--- config.mk ---
export PLATFORM = sky130hd
export DESIGN_NAME = pe_image_checksum
export DESIGN_NICKNAME = d
export VERILOG_FILES = /design/src/sv/pic_pkg.sv /design/src/sv/pic_cfg.sv /design/src/sv/pic_in_reg.sv /design/src/sv/pic_accum.sv /design/src/sv/pic_out_reg.sv /design/src/sv/pe_image_checksum.sv
export VERILOG_INCLUDE_DIRS = /design/src /design/src/sv
export SDC_FILE = /design/constraint.sdc
export NUM_CORES = 1
export LEC_CHECK = 0
export BUFFER_PORTS_ARGS = -buffer_cell sky130_fd_sc_hd__buf_2
export CELL_PAD_IN_SITES_DETAIL_PLACEMENT = 1
export CELL_PAD_IN_SITES_GLOBAL_PLACEMENT = 1
export CORE_ASPECT_RATIO = 0.7
export CORE_MARGIN = 4
export CORE_UTILIZATION = 33
export DETAILED_ROUTE_END_ITERATION = 8
export PLACE_DENSITY = 0.63
export SKIP_LAST_GASP = 1
export SLEW_MARGIN = 25
export SYNTH_ARGS = -nofsm -noshare
export SYNTH_HDL_FRONTEND = slang
export SYNTH_HIERARCHICAL = 1
export SYNTH_SLANG_ARGS = --single-unit
export TNS_END_PERCENT = 30
--- constraint.sdc ---
create_clock -name clk -period 10.84 [get_ports clk]
set_input_delay 0.542 -clock clk [delete_from_list [all_inputs] [get_ports clk]]
set_output_delay 0.542 -clock clk [all_outputs]
set_load 0.005 [all_outputs]
--- src/sv/pe_image_checksum_macros.svh ---
`ifndef PE_IMAGE_CHECKSUM_MACROS_SVH
`define PE_IMAGE_CHECKSUM_MACROS_SVH

// Checks a property on every rising edge outside reset
`define PIC_ASSERT(label, prop, msg) \
  label: assert property (@(posedge clk) disable iff (!rst_n) (prop)) else $error(msg);

// Checks a property on every rising edge, reset included
`define PIC_ASSERT_ALWAYS(label, prop, msg) \
  label: assert property (@(posedge clk) (prop)) else $error(msg);

`endif

--- src/sv/pic_pkg.sv ---
package pic_pkg;

  // Widths fixed by the stream format
  localparam int unsigned ByteW  = 8;
  localparam int unsigned SumW   = 16;
  localparam int unsigned CountW = 32;
  localparam int unsigned DataW  = 32;
  localparam int unsigned AddrW  = 3;

  // Register map (word index = paddr[AddrW-1:2])
  localparam logic [AddrW-3:0] RegChecksumOffset = 1'b0;

  localparam logic [CountW-1:0] OffsetReset = 32'd64;
  localparam logic [CountW-1:0] SkipLen     = 32'd4;

  // One request on the input channel
  typedef struct packed {
    logic [ByteW-1:0] data_byte;
    logic             in_signature;
    logic             last_byte;
  } pic_item_t;

  // 16-bit add with the carry folded back in
  function automatic logic [SumW-1:0] fold_add(input logic [SumW-1:0] acc,
                                               input logic [SumW-1:0] word);
    logic [SumW:0] s;
    s = {1'b0, acc} + {1'b0, word};
    return s[SumW-1:0] + {{(SumW-1){1'b0}}, s[SumW]};
  endfunction

endpackage

--- src/sv/pic_cfg.sv ---
module pic_cfg (
  input  logic                       clk,
  input  logic                       rst_n,
  input  logic                       psel,
  input  logic                       penable,
  input  logic                       pwrite,
  input  logic [pic_pkg::AddrW-1:0]  paddr,
  input  logic [pic_pkg::DataW-1:0]  pwdata,
  output logic [pic_pkg::DataW-1:0]  prdata,
  output logic                       pready,
  output logic [pic_pkg::CountW-1:0] field_offset
);
  import pic_pkg::*;

  logic [CountW-1:0] offset_r;
  logic              hit;

  assign pready = 1'b1;
  assign hit    = (paddr[AddrW-1:2] == RegChecksumOffset);

  // Register write on the access phase
  always_ff @(posedge clk) begin
    if (!rst_n) begin
      offset_r <= OffsetReset;
    end else if (psel && penable && pwrite && pready && hit) begin
      offset_r <= pwdata;
    end
  end

  // Read mux; unmapped words read zero
  always_comb begin
    prdata = hit ? offset_r : '0;
  end

  assign field_offset = offset_r;

endmodule

--- src/sv/pic_in_reg.sv ---
module pic_in_reg (
  input  logic                clk,
  input  logic                rst_n,
  input  logic                in_valid,
  output logic                in_ready,
  input  pic_pkg::pic_item_t  in_item,
  output logic                item_valid,
  output pic_pkg::pic_item_t  item,
  input  logic                item_take
);
  import pic_pkg::*;

  logic      valid_r;
  pic_item_t item_r;

  // Refill in the same cycle the held request is consumed
  assign in_ready = !valid_r || item_take;

  always_ff @(posedge clk) begin
    if (!rst_n) begin
      valid_r <= 1'b0;
    end else if (in_ready) begin
      valid_r <= in_valid;
    end
  end

  always_ff @(posedge clk) begin
    if (in_valid && in_ready) begin
      item_r <= in_item;
    end
  end

  assign item_valid = valid_r;
  assign item       = item_r;

endmodule

--- src/sv/pic_accum.sv ---
module pic_accum (
  input  logic                       clk,
  input  logic                       rst_n,
  input  logic                       item_valid,
  input  pic_pkg::pic_item_t         item,
  output logic                       item_take,
  input  logic                       res_free,
  input  logic [pic_pkg::CountW-1:0] field_offset,
  output logic                       res_load,
  output logic [pic_pkg::CountW-1:0] res_value
);
  import pic_pkg::*;

  logic [SumW-1:0]   sum_r, sum_nxt;
  logic [ByteW-1:0]  held_r, held_nxt;
  logic              hb_r, hb_nxt;
  logic [CountW-1:0] count_r, count_nxt;
  logic              seen_r, seen_nxt;

  logic [CountW-1:0] pos_inc;
  logic [CountW-1:0] win_dist;
  logic              in_win;
  logic              sig_start;
  logic              do_flush;
  logic              do_take;
  logic [SumW-1:0]   word_a;
  logic [SumW-1:0]   sum_a;
  logic [ByteW-1:0]  held_a;
  logic              hb_a;

  // A final byte waits until the result register is free
  assign item_take = item_valid && (!item.last_byte || res_free);
  assign res_load  = item_take && item.last_byte;

  assign pos_inc  = count_r + 32'd1;
  assign win_dist = count_r - field_offset;
  assign in_win   = (win_dist < SkipLen);

  // One byte: region flush, pairing, end-of-stream flush
  always_comb begin
    sig_start = item.in_signature && !seen_r;
    seen_nxt  = seen_r || item.in_signature;
    do_flush  = sig_start || (!seen_nxt && in_win);
    do_take   = seen_nxt || !in_win;

    // First add: either the held byte alone or a complete pair
    word_a = do_flush ? {{ByteW{1'b0}}, held_r} : {item.data_byte, held_r};
    sum_a  = (hb_r && (do_flush || do_take)) ? fold_add(sum_r, word_a) : sum_r;

    if (do_take && (do_flush || !hb_r)) begin
      held_a = item.data_byte;
      hb_a   = 1'b1;
    end else begin
      held_a = '0;
      hb_a   = 1'b0;
    end

    // Odd byte at the stream end goes in alone
    if (item.last_byte && hb_a) begin
      sum_nxt = fold_add(sum_a, {{ByteW{1'b0}}, held_a});
    end else begin
      sum_nxt = sum_a;
    end

    res_value = {{(CountW-SumW){1'b0}}, sum_nxt} + pos_inc;

    if (item.last_byte) begin
      sum_nxt   = '0;
      held_nxt  = '0;
      hb_nxt    = 1'b0;
      count_nxt = '0;
      seen_nxt  = 1'b0;
    end else begin
      held_nxt  = held_a;
      hb_nxt    = hb_a;
      count_nxt = pos_inc;
    end
  end

  // Stream state
  always_ff @(posedge clk) begin
    if (!rst_n) begin
      sum_r   <= '0;
      held_r  <= '0;
      hb_r    <= 1'b0;
      count_r <= '0;
      seen_r  <= 1'b0;
    end else if (item_take) begin
      sum_r   <= sum_nxt;
      held_r  <= held_nxt;
      hb_r    <= hb_nxt;
      count_r <= count_nxt;
      seen_r  <= seen_nxt;
    end
  end

`include "pe_image_checksum_macros.svh"

  `PIC_ASSERT(a_count_clears, item_take && item.last_byte |=> count_r == '0, "count not cleared")
  `PIC_ASSERT(a_count_steps, item_take && !item.last_byte |=> count_r == $past(count_r) + 32'd1, "count step")
  `PIC_ASSERT(a_held_zero, !hb_r |-> held_r == '0, "stale held byte")
  `PIC_ASSERT(a_sig_rise, $rose(seen_r) |-> $past(item_take && item.in_signature), "signature flag rose without signature byte")

endmodule

--- src/sv/pic_out_reg.sv ---
module pic_out_reg (
  input  logic                       clk,
  input  logic                       rst_n,
  input  logic                       res_load,
  input  logic [pic_pkg::CountW-1:0] res_value,
  output logic                       res_free,
  output logic                       out_valid,
  input  logic                       out_ready,
  output logic [pic_pkg::CountW-1:0] out_checksum_value
);
  import pic_pkg::*;

  logic              valid_r;
  logic [CountW-1:0] value_r;

  // Free when empty or draining this cycle
  assign res_free = !valid_r || out_ready;

  always_ff @(posedge clk) begin
    if (!rst_n) begin
      valid_r <= 1'b0;
    end else if (res_load) begin
      valid_r <= 1'b1;
    end else if (out_ready) begin
      valid_r <= 1'b0;
    end
  end

  always_ff @(posedge clk) begin
    if (res_load) begin
      value_r <= res_value;
    end
  end

  assign out_valid          = valid_r;
  assign out_checksum_value = value_r;

endmodule

--- src/sv/pe_image_checksum.sv ---
// Channel  | Handshake            | Payload
// ---------+----------------------+------------------------------------------
// in       | in_valid / in_ready  | in_data_byte[7:0], in_signature, in_last_byte
// out      | out_valid / out_ready| out_checksum_value[31:0]
// config   | psel/penable/pwrite  | paddr[2:0], pwdata[31:0], prdata[31:0]
//
// One byte per cycle sustained while the result register can take each final byte;
// out_valid rises once the last byte of a stream has passed the input register
// and its result is loaded into the result register. The two registers sit
// around the combinational fold-add step.
// rst_n is synchronous; it clears the stream state and sets the offset to 64.
// A stalled result holds a final byte in the input register, which then blocks
// the bytes behind it; non-final bytes ahead of it keep flowing.
module pe_image_checksum (
  input  logic                       clk,
  input  logic                       rst_n,
  input  logic                       in_valid,
  output logic                       in_ready,
  input  logic [pic_pkg::ByteW-1:0]  in_data_byte,
  input  logic                       in_signature,
  input  logic                       in_last_byte,
  output logic                       out_valid,
  input  logic                       out_ready,
  output logic [pic_pkg::CountW-1:0] out_checksum_value,
  input  logic                       psel,
  input  logic                       penable,
  input  logic                       pwrite,
  input  logic [pic_pkg::AddrW-1:0]  paddr,
  input  logic [pic_pkg::DataW-1:0]  pwdata,
  output logic [pic_pkg::DataW-1:0]  prdata,
  output logic                       pready
);
  import pic_pkg::*;

  pic_item_t         in_item;
  pic_item_t         item;
  logic              item_valid;
  logic              item_take;
  logic              res_free;
  logic              res_load;
  logic [CountW-1:0] res_value;
  logic [CountW-1:0] field_offset;

  assign in_item = '{data_byte: in_data_byte, in_signature: in_signature,
                     last_byte: in_last_byte};

  pic_cfg u_cfg (
    .clk          (clk),
    .rst_n        (rst_n),
    .psel         (psel),
    .penable      (penable),
    .pwrite       (pwrite),
    .paddr        (paddr),
    .pwdata       (pwdata),
    .prdata       (prdata),
    .pready       (pready),
    .field_offset (field_offset)
  );

  pic_in_reg u_in_reg (
    .clk        (clk),
    .rst_n      (rst_n),
    .in_valid   (in_valid),
    .in_ready   (in_ready),
    .in_item    (in_item),
    .item_valid (item_valid),
    .item       (item),
    .item_take  (item_take)
  );

  pic_accum u_accum (
    .clk          (clk),
    .rst_n        (rst_n),
    .item_valid   (item_valid),
    .item         (item),
    .item_take    (item_take),
    .res_free     (res_free),
    .field_offset (field_offset),
    .res_load     (res_load),
    .res_value    (res_value)
  );

  pic_out_reg u_out_reg (
    .clk                (clk),
    .rst_n              (rst_n),
    .res_load           (res_load),
    .res_value          (res_value),
    .res_free           (res_free),
    .out_valid          (out_valid),
    .out_ready          (out_ready),
    .out_checksum_value (out_checksum_value)
  );

endmodule
==> impl_metrics.py, run 1 <==
metrics = {
    "outcome": {
        "status": "completed",
    },
    "clocking": {
        "clk_pin_slew_ns": 0.07,
        "cts-htree-levels": 4,
        "numCtsBuffers": 17,
        "numClockSinks": 134,
        "cts_tree": "done",
        "cts_buffer_depth": 2,
        "clk_latency_ns": 0.45,
        "cts-root-buf": "clkbuf_16",
        "hold_buffers": 0,
    },
    "sta": {
        "relSlewSlack": 0.448,
        "finClkSkew_ns": 0.0118,
        "worstMarginPinSlew_ns": 0.828,
        "clock.fmax_mhz": 95.0,
        "finalSetupViolCount": 0,
        "rsz0062_at_grt": "true",
        "fin_crit_sh": 0.972,
        "hold_violations": 0,
        "slew_viol_final": 0,
        "fin_crit_ns": 10.53,
    },
    "die": {
        "core-area_um2": 34700,
        "die_width_um": 232,
        "core.rowCount": 57,
        "io_pins": 119,
        "die-area_um2": 38400,
        "initial_core_util": 0.335,
        "dieHeight_um": 165,
    },
    "yosys": {
        "netlist_area_um2": 11600,
        "synth_top_cell_by_area": "dfxtp_1",
        "synth_area_leaders": "dfxtp_1, edfxtp_1, ha_1, nand2_1, xnor2_1",
        "synth-edff-count": 42,
        "synthFlopType": "dfxtp_1",
        "yosysMostFrequentCell": "nand2_1",
        "yosysSeqAreaShare": 0.267,
        "synth_top_area_frac": 0.158,
        "synth-seq-cells": 134,
        "syn_area_per_cell_um2": 8.27,
        "postSynth.asyncResetShare": 0,
        "synth_cells": 1406,
        "syn-num-nets": 1537,
        "synth.distinct_cells": 104,
        "synth_commonest_cells": "nand2_1, dfxtp_1, nor2b_1, nor2_1, a21oi_1",
        "synth_warnings": 6,
    },
    "critical_path": {
        "cp.arrival_ns": 10.72,
        "startpoint_type": "flip-flop",
        "worst_path_max_delay_cell": "o41ai_4",
        "max_stage_delay_ns": 0.47,
        "worstPathRequired_ns": 11.02,
        "worstRegToRegCells": 54,
        "cpMostUsedCell": "buf_4",
        "critPathCaptureType": "flip-flop",
        "r2r-start": "u_cfg/field_offset[2]",
        "rrSetupSlack_ns": 0.31,
        "worstSetupPathType": "reg2reg",
        "crit_fanout": 5,
        "r2r-end": "u_out_reg/out_checksum_value[23]",
    },
    "grt": {
        "grt_antenna_before_repair": 2,
        "busiest_layer": "met2",
        "use_met2": 0.326,
        "grt_first_pass_wirelength_um": 64300,
        "met3_usage": 0.0357,
        "grt_max_degree": 84,
        "grt_pass1_vias": 11600,
        "met1_usage": 0.310,
        "overflow": 0,
        "grt_usage": 0.213,
    },
    "pwr": {
        "seqPwrFrac": 0.391,
        "power_density_nw_per_um2": 92.6,
        "switchingPower_mw": 0.392,
        "combPwrFrac": 0.166,
        "leakagePower_nw": 6.35,
        "ir_drop_mv": 0.0743,
        "power_frac_clock": 0.443,
        "power.share.switching": 0.283,
        "p_int_mw": 0.994,
    },
    "final_layout": {
        "finalNonFillerCells": 2162,
        "fillCellCount": 4179,
        "drive_above_1_share": 0.278,
        "syn_to_final_growth_pct": 28.7,
        "fin_util": 0.431,
        "fin_nets": 1807,
    },
    "place": {
        "gp_congestion": 0.912,
        "port_buffers": 115,
        "dp.cells": 2105,
        "place_hpwl_um": 31500,
    },
    "routing": {
        "first_pass_iters": 5,
        "via_per_inst": 5.30,
        "num_vias": 11500,
        "route.detailed.drc": 0,
        "ant_nets": 0,
        "wire_per_inst_um": 19.0,
        "wl_um": 41000,
        "drt_iter0_markers": 631,
    },
    "hold_path": {
        "hold_depth": 1,
        "hold_path.class": "in2reg",
        "hp-start": "in_data_byte[7]",
        "min_to": "u_in_reg/item[9]",
    },
    "job": {
        "cap_violations": 0,
    },
}
sequential cells by signal, indices dropped and copies added, names as in the netlist:
name and cells:
u_in_reg/item_valid 1, u_out_reg/out_checksum_value 32, u_accum/sum_r 16, u_cfg/field_offset 32, u_accum/held_r 8, u_accum/seen_r 1, u_out_reg/out_valid 1, u_accum/hb_r 1
u_in_reg/item 10, u_accum/count_r 32
worst max-delay path by stage:
stage	start	endpoint	slack, ns	cells after the start
after floorplan	u_accum/count_r[13]	u_out_reg/out_checksum_value[23]	0.97	51
after global placement	u_cfg/field_offset[18]	u_out_reg/out_checksum_value[18]	0.28	55
after detailed placement	u_cfg/field_offset[20]	u_out_reg/out_checksum_value[26]	-0.10	53
after CTS	u_cfg/field_offset[20]	u_out_reg/out_checksum_value[26]	0.03	53
after global routing	u_cfg/field_offset[9]	u_out_reg/out_checksum_value[26]	-0.21	54
final	u_cfg/field_offset[2]	u_out_reg/out_checksum_value[23]	0.31	54
power by group through the flow:
stage	registers, mW	clock network (mW)	logic [mW]
detailed placement	0.553	0	0.215
floorplan	0.549	0	0.130
global route	0.543	0.652	0.252
CTS	0.542	0.630	0.217
global placement	0.553	0	0.210
finish	0.542	0.614	0.230
metal layers:
layer	part of all wire	up-vias	wire length, µm
met5	0	-	0
met4	0.018	0	720
met3	0.042	41	1700
met2	0.43	198	17700
met1	0.51	5606	20900
li1	-	5617	-
metrics by stage:
| step | area, µm² | TNS [ns] | hold slack [ns] | power (mW) | setup slack (ns) |
|---|---|---|---|---|---|
| finish | 15000 | 0 | 0.259 | 1.39 | 0.308 |
| global placement | 13800 | 0 | 0.456 | 0.762 | 0.278 |
| CTS | 14400 | 0 | 0.234 | 1.39 | 0.0322 |
| global route | 15000 | -1.89 | 0.242 | 1.45 | -0.211 |
| floorplan | 11600 | 0 | 0.443 | 0.679 | 0.971 |
| detailed placement | 13800 | -0.400 | 0.467 | 0.768 | -0.103 |
cell type report:
type | instances | area (µm²) | area share
antenna | 1 | 2.50 | 0.000167
clock buffer | 20 | 478 | 0.0319
clock inverter | 12 | 123 | 0.00819
inverter | 68 | 255 | 0.0170
multi-input combinational | 1138 | 8310 | 0.555
sequential | 134 | 3110 | 0.208
tap | 472 | 591 | 0.0394
timing repair buffer | 317 | 2110 | 0.141
logic make-up after synthesis:
kind of cell             share of synthesized area
XOR/XNOR                                    0.0735
AND/OR/NAND/NOR                              0.255
other                                     0.000322
AO/OA/AOI/OAI                                0.211
flip-flops                                   0.267
buffers and inverters                       0.0549
multiplexers                                0.0516
adder cells (fa/ha/maj)                     0.0869
repair_timing:
item                       4_1_cts  5_1_grt
setup endpoints to repair       15       22
setup buffers                    4       19
cloned                           0        0
pin swaps                        4       47
gates resized for setup          7       84
critical path: cells and delay by family, from the launching register on:
family	cells	cell delay [ns]
compound gates	19	3.80
xor+xnor	3	0.51
fa+ha+maj	6	1.60
buf+inv	7	0.90
flops	1	0.33
mux	2	0.34
simple gates	17	2.77
layout by cell type (no fill, tap or decap), drive strengths merged, types with 34 or more instances in the layout:
master / Yosys / layout
buf: 26 / 317
nand2: 155 / 155
dfxtp: 92 / 92
nor2b: 82 / 82
nor2: 80 / 80
a21oi: 80 / 80
ha: 76 / 76
o21ai: 75 / 75
inv: 66 / 68
xnor2: 61 / 61
mux2i: 51 / 51
and2: 51 / 51
edfxtp: 42 / 42
nand3: 39 / 39
xor2: 34 / 34
(Power assumes the default switching activity.)
==> run 2: changes to the inputs <==
--- a/config.mk
+++ b/config.mk
@@ -15,3 +15,3 @@
 export DETAILED_ROUTE_END_ITERATION = 8
-export PLACE_DENSITY = 0.63
+export PLACE_DENSITY = 0.64
 export SKIP_LAST_GASP = 1
@@ -20,3 +20,2 @@
 export SYNTH_HDL_FRONTEND = slang
-export SYNTH_HIERARCHICAL = 1
 export SYNTH_SLANG_ARGS = --single-unit
==> constraint.sdc (replaced) <==
create_clock -name clk -period 10.84 [get_ports clk]
set_input_delay 1.626 -clock clk [delete_from_list [all_inputs] [get_ports clk]]
set_output_delay 1.626 -clock clk [all_outputs]
set_load 0.005 [all_outputs]
==> impl_metrics.py, run 2 <==
metrics = {
    "sta": {
        "rsz0062_at_grt": "true",
        "fin_crit_ns": 11.15,
        "layout_setup_ws_ns": -0.312,
        "finalSetupViolCount": 19,
        "finClkSkew_ns": 0.0100,
        "worstMarginPinSlew_ns": 1.04,
        "relSlewSlack": 0.306,
        "fin_crit_sh": 1.03,
        "slew_viol_final": 0,
        "clock.fmax_mhz": 89.7,
        "hold_violations": 0,
        "tns_ns": -4.14,
    },
    "routing": {
        "wl_um": 40400,
        "num_vias": 11400,
        "route.detailed.drc": 0,
        "first_pass_iters": 5,
        "wire_per_inst_um": 18.9,
        "via_per_inst": 5.32,
        "dr_wl_met2_um": 17900,
        "highest_layer": "met4",
        "drt_iter0_markers": 511,
        "ant_nets": 0,
        "drt-met1-wl_um": 20300,
        "met3WireLength_um": 1570,
    },
    "clocking": {
        "cts-root-buf": "clkbuf_16",
        "hold_buffers": 0,
        "cts_tree": "done",
        "cts-htree-levels": 4,
        "clk_latency_ns": 0.45,
        "clk_pin_slew_ns": 0.06,
        "numClockSinks": 134,
        "cts_buffer_depth": 2,
        "numCtsBuffers": 17,
    },
    "die": {
        "core-area_um2": 31600,
        "dieHeight_um": 159,
        "core.rowCount": 54,
        "initial_core_util": 0.340,
        "io_pins": 119,
        "die-area_um2": 35500,
        "die_width_um": 223,
    },
    "pwr": {
        "leakagePower_nw": 6.75,
        "power_frac_clock": 0.448,
        "combPwrFrac": 0.162,
        "ir_drop_mv": 0.109,
        "power_density_nw_per_um2": 89.5,
        "p_int_mw": 0.992,
        "power.share.switching": 0.278,
        "switchingPower_mw": 0.383,
        "seqPwrFrac": 0.389,
    },
    "final_layout": {
        "finalNonFillerCells": 2142,
        "num_antenna_cells": 0,
        "final_common_cell": "buf_4",
        "fin_util": 0.487,
        "fin_nets": 1839,
        "final_area_um2": 15400,
        "drive_above_1_share": 0.357,
        "syn_to_final_growth_pct": 43.4,
        "final_cell_mix": "buf_4, nand2_1, buf_2",
    },
    "yosys": {
        "synth-simple-area-share": 0.244,
        "synth.distinct_cells": 92,
        "synth_top_cell_by_area": "dfxtp_1",
        "synthFlopType": "dfxtp_1",
        "synth_warnings": 0,
        "yosysSeqAreaShare": 0.290,
        "synth_area_leaders": "dfxtp_1, edfxtp_1, ha_1, nand2_1, xnor2_1",
        "synthAdderAreaFrac": 0.0932,
        "synth_commonest_cells": "nand2_1, nor2_1, dfxtp_1, ha_1, o21ai_0",
        "synth_top_family_by_area": "simple AND/OR/NAND/NOR gates",
        "synthXorXnorAreaFrac": 0.0842,
        "syn_area_per_cell_um2": 8.11,
        "synth_top_area_frac": 0.172,
        "synthMuxAreaShare": 0.0120,
        "synth-edff-count": 42,
        "yosysMostFrequentCell": "nand2_1",
        "netlist_area_um2": 10700,
        "synth-compound-area-share": 0.231,
        "postSynth.asyncResetShare": 0,
        "synth-seq-cells": 134,
        "syn-num-nets": 1452,
        "synth_cells": 1322,
    },
    "grt": {
        "grt_usage": 0.221,
        "grt_antenna_before_repair": 0,
        "grt_first_pass_wirelength_um": 63700,
        "overflow": 0,
        "grt_max_degree": 86,
        "grt_pass1_vias": 11700,
    },
    "hold_path": {
        "hold_path.class": "reg2reg",
    },
    "critical_path": {
        "critPathCaptureType": "flip-flop",
        "cp.arrival_ns": 11.31,
        "crit_fanout": 8,
        "worst_path_max_delay_cell": "dfxtp_1",
        "startpoint_type": "flip-flop",
        "max_stage_delay_ns": 0.44,
        "worstPathRequired_ns": 11.00,
        "worstSetupPathType": "reg2reg",
    },
    "place": {
        "placed_area_um2": 13600,
        "pre_cts_slack_ns": -1.02,
        "gp_congestion": 0.851,
        "port_buffers": 115,
        "place_hpwl_um": 29600,
        "dp.cells": 2063,
    },
    "outcome": {
        "violations": "negative setup slack",
        "status": "finished with violations",
    },
    "job": {
        "cap_violations": 0,
    },
}
-- run 2: timing repair --
item                                    CTS  global route
gates cloned                              0             1
setup buffers                            33            14
endpoints found under the setup margin   26            24
hold endpoints to repair                  0             0
pin swaps                                34            50
gates resized for setup                 105            65
-- run 2: power by group through the flow --
stage	clock [mW]	sequential (mW)	combinational (mW)
floorplan	0	0.543	0.109
global placement	0	0.546	0.186
detailed placement	0	0.546	0.193
CTS	0.631	0.535	0.209
global route	0.653	0.536	0.244
finish	0.616	0.536	0.223
-- run 2: area by class of cell --
class | instances | area (µm²)
clock inverter | 13 | 140
clock buffer | 19 | 464
fill | 3788 | 16200
tap | 420 | 526
multi-input combinational | 1067 | 7960
sequential | 134 | 3110
inverter | 61 | 229
timing repair buffer | 428 | 2940
-- run 2: logic make-up (layout without fill, tap and decap cells) --
family / after synthesis / in the layout
AOI/OAI and AO/OA: 361 / 362
xor gates and xnor gates: 103 / 103
DFF: 134 / 134
adders and majority gates: 78 / 78
and+or+nand+nor: 511 / 511
other: 1 / 1
buffers and inverters: 122 / 521
muxes: 12 / 12
-- run 2: metal layers --
metal / vias up / track usage
met4: 0 / 0.0529
met3: 42 / 0.0386
met2: 203 / 0.339
li1: 5536 / -
met1: 5604 / 0.322
met5: - / 0
-- run 2: worst max-delay path: cells and delay by family, from the launching register on --
| kind | cells | cell delay [ns] |
|---|---|---|
| fa+ha+maj | 8 | 1.73 |
| mux | 1 | 0.22 |
| compound gates | 23 | 4.45 |
| xor+xnor | 4 | 0.58 |
| buf+inv | 8 | 1.28 |
| flops | 1 | 0.44 |
| simple gates | 12 | 2.15 |
-- run 2: metrics by stage --
stage / hold WS, ns / total power, mW
4_1_cts: 0.469 / 1.37
2_1_floorplan: 0.443 / 0.653
5_1_grt: 0.494 / 1.43
3_3_place_gp: 0.452 / 0.732
6_report: 0.463 / 1.38
3_5_place_dp: 0.459 / 0.739
-- run 2: final timing paths --
| path | startpoint | to | slack, ns | depth (start not counted) |
|---|---|---|---|---|
| hold reg to reg | u_cfg.field_offset[26] | u_cfg.field_offset[26] | 0.46 | 2 |
| setup reg to reg | u_accum.count_r[13] | u_out_reg.out_checksum_value[22] | -0.31 | 56 |
| setup / recovery | u_accum.count_r[13] | u_out_reg.out_checksum_value[22] | -0.31 | 56 |
| hold / removal | u_cfg.field_offset[26] | u_cfg.field_offset[26] | 0.46 | 2 |
==> run 3: changes to the inputs <==
==> constraint.sdc (replaced) <==
create_clock -name clk -period 10.84 [get_ports clk]
set_input_delay 0.542 -clock clk [delete_from_list [all_inputs] [get_ports clk]]
set_output_delay 0.542 -clock clk [all_outputs]
set_load 0.005 [all_outputs]
==> impl_metrics.py, run 3 (synthesis gave the netlist of run 2 again) <==
metrics = {
    "outcome": {
        "status": "finished with violations",
        "violations": "negative setup slack",
    },
    "sta": {
        "fin_crit_sh": 1.01,
        "relSlewSlack": 0.297,
        "finalSetupViolCount": 8,
        "worstMarginPinSlew_ns": 1.05,
        "finClkSkew_ns": 0.00862,
        "rsz0062_at_grt": "true",
        "slew_viol_final": 0,
        "hold_violations": 0,
        "layout_setup_ws_ns": -0.0591,
        "clock.fmax_mhz": 91.8,
        "fin_crit_ns": 10.90,
        "worst_hold_slack_ns": 0.259,
    },
    "critical_path": {
        "worstSetupPathType": "reg2reg",
        "cp.arrival_ns": 11.08,
        "critPathCaptureType": "flip-flop",
        "max_stage_delay_ns": 0.46,
        "crit_fanout": 8,
        "worst_path_max_delay_cell": "nor4_4",
        "startpoint_type": "flip-flop",
        "worstPathRequired_ns": 11.02,
        "cpMostUsedCell": "ha_4",
        "rrSetupSlack_ns": -0.06,
    },
    "routing": {
        "first_pass_iters": 5,
        "ant_nets": 0,
        "route.detailed.drc": 0,
        "via_per_inst": 5.31,
        "num_vias": 11400,
        "wl_um": 41200,
        "drt_iter0_markers": 573,
        "wire_per_inst_um": 19.2,
    },
    "grt": {
        "grt_first_pass_wirelength_um": 64600,
        "grt_pass1_vias": 11800,
        "grt_max_degree": 86,
        "grt_usage": 0.224,
        "grt_antenna_before_repair": 0,
        "overflow": 0,
    },
    "die": {
        "die-area_um2": 35500,
        "io_pins": 119,
        "core-area_um2": 31600,
        "die_width_um": 223,
        "core.rowCount": 54,
        "dieHeight_um": 159,
        "initial_core_util": 0.340,
    },
    "place": {
        "place_hpwl_um": 30500,
        "port_buffers": 115,
        "gp_congestion": 0.912,
        "dp.cells": 2067,
    },
    "clocking": {
        "cts-root-buf": "clkbuf_16",
        "hold_buffers": 0,
        "clk_latency_ns": 0.45,
        "cts_tree": "done",
        "clk_pin_slew_ns": 0.07,
        "cts-htree-levels": 4,
        "numCtsBuffers": 17,
        "cts_buffer_depth": 2,
        "numClockSinks": 134,
    },
    "final_layout": {
        "fin_nets": 1840,
        "syn_to_final_growth_pct": 43.6,
        "final_common_cell": "buf_4",
        "drive_above_1_share": 0.358,
        "num_antenna_cells": 0,
        "final_cell_mix": "buf_4, nand2_1, buf_2",
        "finalNonFillerCells": 2143,
        "fin_util": 0.488,
    },
    "pwr": {
        "leakagePower_nw": 6.74,
        "power_density_nw_per_um2": 86.1,
        "ir_drop_mv": 0.0791,
    },
    "hold_path": {
        "hold_path.class": "in2reg",
    },
    "job": {
        "cap_violations": 0,
    },
}
==> run 3: cell type report <==
cell class,instances,area [µm²]
Sequential cell,134,3110
Clock buffer,21,483
Inverter,61,231
Multi-Input combinational cell,1067,8020
Timing Repair Buffer,429,2950
Clock inverter,11,72.6
Tap cell,420,526
Fill cell,3797,16200
==> run 3: worst max-delay path: cells and delay by family, from the launching register on <==
family          cells  cell delay [ns]
mux                 2             0.55
simple gates       14             2.57
fa+ha+maj           7             1.63
flops               1             0.34
compound gates     22             4.22
buf+inv             6             0.89
xor+xnor            2             0.42
==> run 3: routing by layer <==
| metal | wire length, µm | part of all wire | vias up | global-route usage |
|---|---|---|---|---|
| met5 | 0 | 0 | - | 0 |
| met4 | 712 | 0.017 | 0 | 0.0552 |
| met3 | 1670 | 0.040 | 47 | 0.0367 |
| met2 | 18200 | 0.44 | 231 | 0.339 |
| met1 | 20600 | 0.50 | 5574 | 0.331 |
| li1 | - | - | 5526 | - |
==> run 3: worst paths after layout <==
path | startpoint | end | cells past startpoint
worst max register to register | u_cfg.field_offset[2] | u_out_reg.out_checksum_value[17] | 53
worst min register to register | u_cfg.field_offset[4] | u_cfg.field_offset[4] | 2
worst max-delay path | u_cfg.field_offset[2] | u_out_reg.out_checksum_value[17] | 53
worst min-delay path | in_data_byte[7] | u_in_reg.item[9] | 1
==> run 3: metrics by stage <==
step                worst slack [ns]  setup TNS, ns  power, mW  area, µm²
CTS                         -0.00127       -0.00127       1.32      14900
global placement              -0.255          -3.00      0.734      13600
detailed placement            -0.949         -16.46      0.740      13600
global route                  -0.394          -5.30       1.38      15400
finish                       -0.0591         -0.205       1.32      15400
floorplan                      0.129              0      0.653      10700
==> run 3: where the power goes <==
| group | leakage (nW) | internal (mW) | switching (mW) | total, mW |
|---|---|---|---|---|
| sequential | 1.15 | 0.528 | 0.00757 | 0.536 |
| clock | 0.275 | 0.318 | 0.247 | 0.565 |
| combinational | 5.31 | 0.103 | 0.121 | 0.224 |
| total | 6.74 | 0.949 | 0.375 | 1.32 |
==> run 3: repair_timing <==
| item | in CTS | in global routing |
|---|---|---|
| endpoints found under the setup margin | 23 | 22 |
| resized for setup | 118 | 60 |
| setup buffers | 24 | 19 |
| pin swaps | 56 | 68 |
| cloned | 0 | 1 |
